<file path="src/rtl/core/sfca_pkg.sv">
package sfca_pkg;

    // Limits of the assembler
    localparam int SRC_MAX   = 1024;     // source vertices
    localparam int RUN_MAX   = 1024;     // vertices per run
    localparam int OUT_MAX   = 65536;    // output vertex numbering

    localparam int WORD_W    = 32;
    localparam int IDX_W     = 10;       // vertex_index field
    localparam int VNUM_W    = 16;       // vertex_number and triangle fields
    localparam int RUN_CNT_W = $clog2(RUN_MAX + 1);
    localparam int BASE_W    = $clog2(OUT_MAX + 1);
    localparam int OUT_TDATA_W = 144;

    // Result kinds
    localparam logic KIND_VERTEX   = 1'b0;
    localparam logic KIND_LIST_END = 1'b1;

    // One job handed from the front to the back
    typedef struct packed {
        logic                 kind;
        logic [WORD_W-1:0]    u;
        logic [WORD_W-1:0]    v;
        logic [IDX_W-1:0]     idx;
        logic                 err;
        logic [RUN_CNT_W-1:0] n;        // vertices so far in the run, this one included
        logic [BASE_W-1:0]    base;
        logic                 fan;
        logic                 parity;   // strip winding after this vertex
    } t_job;

    typedef struct packed {
        logic              err;
        logic [VNUM_W-1:0] num;
    } t_num;

    // Absolute vertex number, saturated at the top of the output numbering
    function automatic t_num abs_num(input logic [BASE_W-1:0] base,
                                     input logic [RUN_CNT_W-1:0] off);
        logic [BASE_W:0] sum;
        t_num            r;
        sum = {1'b0, base} + (BASE_W + 1)'(off);
        if (sum >= (BASE_W + 1)'(OUT_MAX)) begin
            r.err = 1'b1;
            r.num = VNUM_W'(OUT_MAX - 1);
        end else begin
            r.err = 1'b0;
            r.num = sum[VNUM_W-1:0];
        end
        return r;
    endfunction

endpackage

</file>
<file path="src/rtl/core/sfca_front.sv">
module sfca_front
    import sfca_pkg::*;
(
    input  logic              i_clk,
    input  logic              i_rst_n,
    input  logic              i_word_vld,
    input  logic [WORD_W-1:0] i_word,
    output logic              o_push,
    output t_job              o_job
);

    localparam logic [1:0] PH_COUNT = 2'd0;
    localparam logic [1:0] PH_U     = 2'd1;
    localparam logic [1:0] PH_V     = 2'd2;
    localparam logic [1:0] PH_INDEX = 2'd3;

    logic [1:0]           r_phase, n_phase;
    logic [RUN_CNT_W-1:0] r_remain, n_remain;
    logic [RUN_CNT_W-1:0] r_count, n_count;
    logic                 r_parity, n_parity;
    logic                 r_fan, n_fan;
    logic [BASE_W-1:0]    r_base, n_base;
    logic                 r_clamped, n_clamped;
    logic [WORD_W-1:0]    r_u, n_u;
    logic [WORD_W-1:0]    r_v, n_v;

    logic [WORD_W-1:0]    mag;
    logic [BASE_W:0]      nb;
    logic [RUN_CNT_W-1:0] vn;
    logic [RUN_CNT_W-1:0] rem_dec;

    // Word classification and run bookkeeping
    always_comb begin
        n_phase   = r_phase;
        n_remain  = r_remain;
        n_count   = r_count;
        n_parity  = r_parity;
        n_fan     = r_fan;
        n_base    = r_base;
        n_clamped = r_clamped;
        n_u       = r_u;
        n_v       = r_v;
        o_push    = 1'b0;
        o_job     = '0;

        mag     = i_word[WORD_W-1] ? (WORD_W'(0) - i_word) : i_word;
        nb      = {1'b0, r_base} + (BASE_W + 1)'(r_count);
        vn      = r_count + RUN_CNT_W'(1);
        rem_dec = (r_remain != '0) ? (r_remain - RUN_CNT_W'(1)) : r_remain;

        if (i_word_vld) begin
            case (r_phase)
                PH_COUNT: begin
                    if (i_word == '0) begin
                        // list end
                        o_push      = 1'b1;
                        o_job.kind  = KIND_LIST_END;
                        n_base      = '0;
                        n_count     = '0;
                        n_fan       = 1'b0;
                        n_parity    = 1'b1;
                        n_clamped   = 1'b0;
                        n_remain    = '0;
                    end else begin
                        n_fan = i_word[WORD_W-1];
                        if (mag > WORD_W'(RUN_MAX)) begin
                            n_remain  = RUN_CNT_W'(RUN_MAX);
                            n_clamped = 1'b1;
                        end else begin
                            n_remain  = mag[RUN_CNT_W-1:0];
                            n_clamped = 1'b0;
                        end
                        n_base   = (nb > (BASE_W + 1)'(OUT_MAX)) ? BASE_W'(OUT_MAX)
                                                               : nb[BASE_W-1:0];
                        n_count  = '0;
                        n_parity = 1'b1;
                        n_phase  = PH_U;
                    end
                end
                PH_U: begin
                    n_u     = i_word;
                    n_phase = PH_V;
                end
                PH_V: begin
                    n_v     = i_word;
                    n_phase = PH_INDEX;
                end
                PH_INDEX: begin
                    o_push     = 1'b1;
                    o_job.kind = KIND_VERTEX;
                    o_job.u    = r_u;
                    o_job.v    = r_v;
                    o_job.err  = r_clamped;
                    if (i_word[WORD_W-1]) begin
                        o_job.idx = '0;
                        o_job.err = 1'b1;
                    end else if (i_word >= WORD_W'(SRC_MAX)) begin
                        o_job.idx = IDX_W'(SRC_MAX - 1);
                        o_job.err = 1'b1;
                    end else begin
                        o_job.idx = i_word[IDX_W-1:0];
                    end
                    if (vn >= RUN_CNT_W'(3) && !r_fan) begin
                        n_parity = ~r_parity;
                    end
                    o_job.n      = vn;
                    o_job.base   = r_base;
                    o_job.fan    = r_fan;
                    o_job.parity = n_parity;
                    n_count      = vn;
                    n_remain     = rem_dec;
                    n_phase      = (rem_dec == '0) ? PH_COUNT : PH_U;
                end
                default: n_phase = PH_COUNT;
            endcase
        end
    end

    // Run state
    always_ff @(posedge i_clk) begin
        if (!i_rst_n) begin
            r_phase   <= PH_COUNT;
            r_remain  <= '0;
            r_count   <= '0;
            r_parity  <= 1'b1;
            r_fan     <= 1'b0;
            r_base    <= '0;
            r_clamped <= 1'b0;
            r_u       <= '0;
            r_v       <= '0;
        end else begin
            r_phase   <= n_phase;
            r_remain  <= n_remain;
            r_count   <= n_count;
            r_parity  <= n_parity;
            r_fan     <= n_fan;
            r_base    <= n_base;
            r_clamped <= n_clamped;
            r_u       <= n_u;
            r_v       <= n_v;
        end
    end

endmodule

</file>
<file path="src/rtl/core/sfca_queue.sv">
module sfca_queue
    import sfca_pkg::*;
(
    input  logic i_clk,
    input  logic i_rst_n,
    input  logic i_push,
    input  t_job i_job,
    output logic o_full,
    input  logic i_pop,
    output logic o_vld,
    output t_job o_job
);

    // two-entry job queue
    t_job       r_mem [2];
    logic       r_wr_ptr, r_rd_ptr;
    logic [1:0] r_cnt, n_cnt;

    assign o_full = (r_cnt == 2'd2);
    assign o_vld  = (r_cnt != 2'd0);
    assign o_job  = r_mem[r_rd_ptr];

    always_comb begin
        n_cnt = r_cnt;
        if (i_push && !i_pop) begin
            n_cnt = r_cnt + 2'd1;
        end else if (!i_push && i_pop) begin
            n_cnt = r_cnt - 2'd1;
        end
    end

    // storage
    always_ff @(posedge i_clk) begin
        if (i_push) begin
            r_mem[r_wr_ptr] <= i_job;
        end
    end

    // pointers
    always_ff @(posedge i_clk) begin
        if (!i_rst_n) begin
            r_wr_ptr <= 1'b0;
            r_rd_ptr <= 1'b0;
            r_cnt    <= 2'd0;
        end else begin
            if (i_push) begin
                r_wr_ptr <= ~r_wr_ptr;
            end
            if (i_pop) begin
                r_rd_ptr <= ~r_rd_ptr;
            end
            r_cnt <= n_cnt;
        end
    end

    a_no_overflow: assert property (@(posedge i_clk) disable iff (!i_rst_n)
        (r_cnt != 2'd3) && !(i_push && o_full))
        else $error("job queue overflow");

endmodule

</file>
<file path="src/rtl/core/sfca_back.sv">
module sfca_back
    import sfca_pkg::*;
(
    input  logic                   i_clk,
    input  logic                   i_rst_n,
    input  logic                   i_job_vld,
    input  t_job                   i_job,
    output logic                   o_pop,
    output logic                   o_tvalid,
    input  logic                   i_tready,
    output logic [OUT_TDATA_W-1:0] o_tdata,
    output logic                   o_tuser
);

    logic                   r_vld;
    logic                   r_kind;
    logic [WORD_W-1:0]      r_u, r_v;
    logic [IDX_W-1:0]       r_idx;
    logic [VNUM_W-1:0]      r_vnum, r_a, r_b, r_c;
    logic                   r_tri, r_err;

    t_num                   s0, s1, s2, s3;
    logic                   tri_en;
    logic [VNUM_W-1:0]      a, b, c;
    logic                   err;

    assign o_pop = i_job_vld && (!r_vld || i_tready);

    // triangle numbering for the vertex at the head of the queue
    always_comb begin
        s0     = abs_num(i_job.base, '0);
        s1     = abs_num(i_job.base, i_job.n - RUN_CNT_W'(1));
        s2     = abs_num(i_job.base, i_job.n - RUN_CNT_W'(2));
        s3     = abs_num(i_job.base, i_job.n - RUN_CNT_W'(3));
        tri_en = (i_job.n >= RUN_CNT_W'(3));
        a      = '0;
        b      = '0;
        c      = '0;
        err    = i_job.err | s1.err;
        if (tri_en) begin
            if (i_job.fan) begin
                a   = s0.num;
                b   = s1.num;
                c   = s2.num;
                err = err | s0.err | s2.err;
            end else begin
                if (i_job.parity) begin
                    a = s3.num;
                    b = s2.num;
                    c = s1.num;
                end else begin
                    a = s1.num;
                    b = s2.num;
                    c = s3.num;
                end
                err = err | s2.err | s3.err;
            end
        end
    end

    // output register
    always_ff @(posedge i_clk) begin
        if (!i_rst_n) begin
            r_vld <= 1'b0;
        end else if (o_pop) begin
            r_vld <= 1'b1;
        end else if (i_tready) begin
            r_vld <= 1'b0;
        end
    end

    always_ff @(posedge i_clk) begin
        if (o_pop) begin
            r_kind <= i_job.kind;
            if (i_job.kind == KIND_LIST_END) begin
                r_u    <= '0;
                r_v    <= '0;
                r_idx  <= '0;
                r_vnum <= '0;
                r_tri  <= 1'b0;
                r_a    <= '0;
                r_b    <= '0;
                r_c    <= '0;
                r_err  <= 1'b0;
            end else begin
                r_u    <= i_job.u;
                r_v    <= i_job.v;
                r_idx  <= i_job.idx;
                r_vnum <= s1.num;
                r_tri  <= tri_en;
                r_a    <= a;
                r_b    <= b;
                r_c    <= c;
                r_err  <= err;
            end
        end
    end

    assign o_tvalid = r_vld;
    assign o_tuser  = r_kind;
    assign o_tdata  = {4'b0, r_err, r_c, r_b, r_a, r_tri, r_vnum, r_idx, r_v, r_u};

    a_no_tri_fields: assert property (@(posedge i_clk) disable iff (!i_rst_n)
        r_vld && !r_tri |-> (r_a == '0) && (r_b == '0) && (r_c == '0))
        else $error("triangle fields set without a triangle");

    a_tri_has_vertex: assert property (@(posedge i_clk) disable iff (!i_rst_n)
        r_vld && r_tri |-> (r_a == r_vnum) || (r_b == r_vnum) || (r_c == r_vnum))
        else $error("triangle does not contain the emitted vertex");

    a_end_clean: assert property (@(posedge i_clk) disable iff (!i_rst_n)
        r_vld && (r_kind == KIND_LIST_END) |-> (r_vnum == '0) && !r_err && !r_tri)
        else $error("list end carries vertex data");

endmodule

</file>
<file path="src/rtl/core/strip_fan_command_assembler.sv">
// Channel   Dir  Handshake               Payload
// s         in   i_s_tvalid/o_s_tready   tdata: command_word
// m         out  o_m_tvalid/i_m_tready   tdata: vertex and triangle, tuser: out_kind
//
// One command word is taken per cycle while o_s_tready is high; each index word
// or zero count word yields one result. The front tracks the word phase, a
// two-entry job queue decouples it from the back, which numbers the triangle
// and holds the result in an output register. Reset is synchronous and clears
// all run state; a stalled output fills the queue and then drops o_s_tready.
module strip_fan_command_assembler
    import sfca_pkg::*;
(
    input  logic                   i_clk,
    input  logic                   i_rst_n,
    input  logic                   i_s_tvalid,
    output logic                   o_s_tready,
    input  logic [WORD_W-1:0]      i_s_tdata,   // [31:0] command_word
    output logic                   o_m_tvalid,
    input  logic                   i_m_tready,
    // [31:0] tex_u_bits, [63:32] tex_v_bits, [73:64] vertex_index,
    // [89:74] vertex_number, [90] tri_valid, [106:91] tri_a, [122:107] tri_b,
    // [138:123] tri_c, [139] range_error, [143:140] zero
    output logic [OUT_TDATA_W-1:0] o_m_tdata,
    output logic                   o_m_tuser    // [0] out_kind
);

    logic q_full, q_vld, push, pop;
    t_job job_in, job_out;

    assign o_s_tready = !q_full;

    sfca_front u_front (
        .i_clk      (i_clk),
        .i_rst_n    (i_rst_n),
        .i_word_vld (i_s_tvalid && !q_full),
        .i_word     (i_s_tdata),
        .o_push     (push),
        .o_job      (job_in)
    );

    sfca_queue u_queue (
        .i_clk   (i_clk),
        .i_rst_n (i_rst_n),
        .i_push  (push),
        .i_job   (job_in),
        .o_full  (q_full),
        .i_pop   (pop),
        .o_vld   (q_vld),
        .o_job   (job_out)
    );

    sfca_back u_back (
        .i_clk     (i_clk),
        .i_rst_n   (i_rst_n),
        .i_job_vld (q_vld),
        .i_job     (job_out),
        .o_pop     (pop),
        .o_tvalid  (o_m_tvalid),
        .i_tready  (i_m_tready),
        .o_tdata   (o_m_tdata),
        .o_tuser   (o_m_tuser)
    );

endmodule
</file>
<file path="config.mk">
export PLATFORM = sky130hd
export DESIGN_NAME = strip_fan_command_assembler
export DESIGN_NICKNAME = d
export VERILOG_FILES = /design/src/rtl/core/sfca_pkg.sv /design/src/rtl/core/sfca_front.sv /design/src/rtl/core/sfca_queue.sv /design/src/rtl/core/sfca_back.sv /design/src/rtl/core/strip_fan_command_assembler.sv
export SDC_FILE = /design/constraint.sdc
export NUM_CORES = 1
export LEC_CHECK = 0
export ABC_AREA = 0
export BUFFER_PORTS_ARGS = -buffer_cell sky130_fd_sc_hd__buf_2
export CAP_MARGIN = 20
export CORE_MARGIN = 2
export CORE_UTILIZATION = 55
export CTS_BUF_LIST = sky130_fd_sc_hd__clkbuf_16
export CTS_CLUSTER_DIAMETER = 30
export CTS_CLUSTER_SIZE = 10
export DETAILED_ROUTE_END_ITERATION = 7
export PLACE_DENSITY_LB_ADDON = 0.12
export SETUP_SLACK_MARGIN = 0.1
export SLEW_MARGIN = 10
export SYNTH_ARGS = -nofsm -noshare
export SYNTH_HDL_FRONTEND = slang
export SYNTH_SLANG_ARGS = --single-unit
</file>
<file path="constraint.sdc">
create_clock -name i_clk -period 17.75 [get_ports i_clk]
set_clock_uncertainty 0.2 [all_clocks]
set_input_delay 1.775 -clock i_clk [delete_from_list [all_inputs] [get_ports i_clk]]
set_output_delay 1.775 -clock i_clk [all_outputs]
set_load 0.01 [all_outputs]
</file>
==> flow_metrics.env <==
export IMPL_status="complete, no violations"
export IMPL_synth_edf_count=353
export IMPL_utilization_pct=66.2
export IMPL_rows=75
export IMPL_die_h_um=209
export IMPL_setup_viol=0
export IMPL_drt_first_pass_iters=6
export IMPL_drtIter0Drc=1497
export IMPL_yosysMostFrequentCell="edfxtp_1"
export IMPL_overflow=0
export IMPL_cts_root_buf="clkbuf_16"
export IMPL_synth_warnings=0
export IMPL_ir_worst_vdd_v=0.000114
export IMPL_grt_max_degree=89
export IMPL_area_growth_syn_to_layout_pct=19.5
export IMPL_gp_congestion=0.932
export IMPL_path_class="reg2reg"
export IMPL_path_cells="mux2i_1 > ha_1 > nand4_1 > nor2_1 > xnor2_1 > ha_1 > a2111oi_0 > a211o_1 > a2111oi_0 > a221oi_4 > buf_4 > nor3_1 > a2111oi_0"
export IMPL_dieArea_um2=43600
export IMPL_min_path_cells=2
export IMPL_grt_pass1_wl_um=93500
export IMPL_cpMostUsedCell="a2111oi_0"
export IMPL_placed_area_um2=24300
export IMPL_finish_net_count=2402
export IMPL_routed_via_density=5.92
export IMPL_path_clk_slew_ns=0.05
export IMPL_layout_drive_gt1_share_pct=17.0
export IMPL_grt_usage_pct=27.3
export IMPL_die_w_um=209
export IMPL_drc=0
export IMPL_cts_repair_timing_setup_buffer_count=0
export IMPL_fin_area_um2=27600
export IMPL_rsz0062_at_grt="false"
export IMPL_synthCells=2132
export IMPL_port_buffers=178
export IMPL_routed_wl_um=59900
export IMPL_ys_ff_latch=467
export IMPL_ant_nets=0
export IMPL_cts_buffer_depth=3
export IMPL_synth_top_area_cell="edfxtp_1"
export IMPL_ys_flop_type="edfxtp_1"
export IMPL_ctsHoldBuffers=0
export IMPL_vias=17299
export IMPL_cp_max_fo=52
export IMPL_ff2ff_path_depth=13
export IMPL_async_flop_share_pct=0
export IMPL_postCtsResizedCells=0
export IMPL_cp_arrival_ns=6.07
export IMPL_dpl_hpwl_um=39400
export IMPL_leakage_nw=10.5
export IMPL_min_period_ns=5.94
export IMPL_power_density_nw_per_um2=151
export IMPL_ios=183
export IMPL_crit_path_start_kind="flop"
export IMPL_coreArea_um2=41700
export IMPL_synth_avg_cell_area_um2=10.8
export IMPL_regArea_um2=12900
export IMPL_seq_area_frac_synth_pct=55.8
export IMPL_initial_core_util_pct=55.4
export IMPL_max_slew_margin_pct=26.0
export IMPL_syn_area_um2=23100
export IMPL_critPathSlowestCell="dfxtp_4"
export IMPL_required_ns=17.87
export IMPL_nFillCells=3178
export IMPL_max_freq_mhz=168
export IMPL_critPathCaptureType="flop"
export IMPL_power_mw=4.16
export IMPL_multi_input_area_um2=9520
export IMPL_grt_pass1_vias=16764
export IMPL_maxCapViolations=0
export IMPL_setup_tns_ns=0
export IMPL_numCtsBuffers=91
export IMPL_worstMarginPinSlew_ns=1.11
export IMPL_min_path_type="reg2reg"
export IMPL_antenna_found_initial=1
export IMPL_yosysUniqueCellTypes=94
export IMPL_synth_top_cell_area_share_pct=45.9
export IMPL_wl_per_cell_um=20.5
export IMPL_drv_slew=0
export IMPL_min_period_over_period_pct=33.5
export IMPL_cts_tree="yes"
export IMPL_htreeDepth=3
export IMPL_slowest_delay_ns=0.92
export IMPL_clock_latency_ns=0.64
export IMPL_hold_violations=0
export IMPL_ys_top_cells_by_count="353 x edfxtp_1, 237 x nand2_1, 222 x nor2_1"
export IMPL_cts_sinks=467
export IMPL_synth_area_leaders="edfxtp_1 46%, dfxtp_1 9.9%, mux2i_1 4.2%, nand2_1 3.9%, nor2_1 3.6%"
## power by group
part / switching (mW) / leakage, nW / internal (mW)
clock: 0.595 / 1.62 / 1.17
sequential: 0.0822 / 4.38 / 1.43
combinational: 0.572 / 4.52 / 0.315
total: 1.25 / 10.5 / 2.91
## cell type report
cell class,count,share of cell area (%)
multi-input combinational,1503,34.5
clock buffer,98,8.89
tap,539,2.45
timing repair buffer,200,3.95
antenna,1,0.00907
clock inverter,74,2.94
inverter,40,0.544
sequential,467,46.7
## layer usage
metal	track usage, %	up-vias	part of all wire [%]
met5	0	-	0
met4	8.69	0	1.9
met3	5.23	86	7.0
met2	41.8	642	46
met1	39.3	8403	45
li1	-	8168	-
## path summary, 6_finish.rpt
kind / slack (ns) / start / to
max: 11.81 / flop / u_back.r_a[12]
min: 0.25 / u_front.r_v[28] / u_front.r_v[28]
max reg2reg: 11.81 / flop / u_back.r_a[12]
min reg2reg: 0.25 / u_front.r_v[28] / u_front.r_v[28]
## cell families (layout without fill, tap and decap cells)
kind of cell | after synthesis | count (layout) | share of synthesized area (%)
adder cells (fa/ha/maj) | 63 | 63 | 3.54
flip-flops | 467 | 467 | 55.8
multiplexers | 114 | 114 | 5.05
AND/OR/NAND/NOR | 815 | 815 | 16.9
AO/OA/AOI/OAI | 416 | 416 | 11.9
XOR/XNOR | 91 | 91 | 3.45
buffers and inverters | 165 | 412 | 3.25
other | 1 | 5 | 0.0162
## stage by stage
step | setup WS, ns | std cells | hold slack [ns]
floorplan | 6.13 | 2135 | 0.232
global placement | 11.52 | 2747 | 0.236
detailed placement | 11.44 | 2747 | 0.242
CTS | 11.90 | 2919 | 0.249
global route | 11.29 | 2922 | 0.263
finish | 11.81 | 2922 | 0.248
## critical path: cells and delay by family (launching register included)
| kind | cells | cell delay [ns] |
|---|---|---|
| mux | 1 | 0.70 |
| buf+inv | 1 | 0.40 |
| fa+ha+maj | 2 | 0.77 |
| compound gates | 5 | 2.03 |
| xor+xnor | 1 | 0.10 |
| flops | 1 | 0.92 |
| simple gates | 3 | 0.45 |
## cells in the final DEF (no fill, tap or decap), types with 54 or more instances in the layout
master	n
edfxtp_1	353
nand2_1	237
nor2_1	220
buf_2	178
a21oi_1	138
dfxtp_1	113
and2_1	98
clkbuf_16	98
mux2i_1	95
nor3_1	79
ha_1	59
xnor2_1	57
o21ai_0	54
## sequential cells by signal (all words and copies together), names as in the netlist, 10 cells and up, named ones only
signal and flops:
u_front.r_count 11, u_queue.r_mem 212, u_front.r_base 17, u_back.r_vnum 16
u_back.r_c 16, u_front.r_u 32, u_back.r_a 16, u_front.r_v 32
u_back.r_idx 10, u_back.r_v 32, u_back.r_b 16, u_back.r_u 32
u_front.r_remain 11
(Power assumes the default switching activity.)
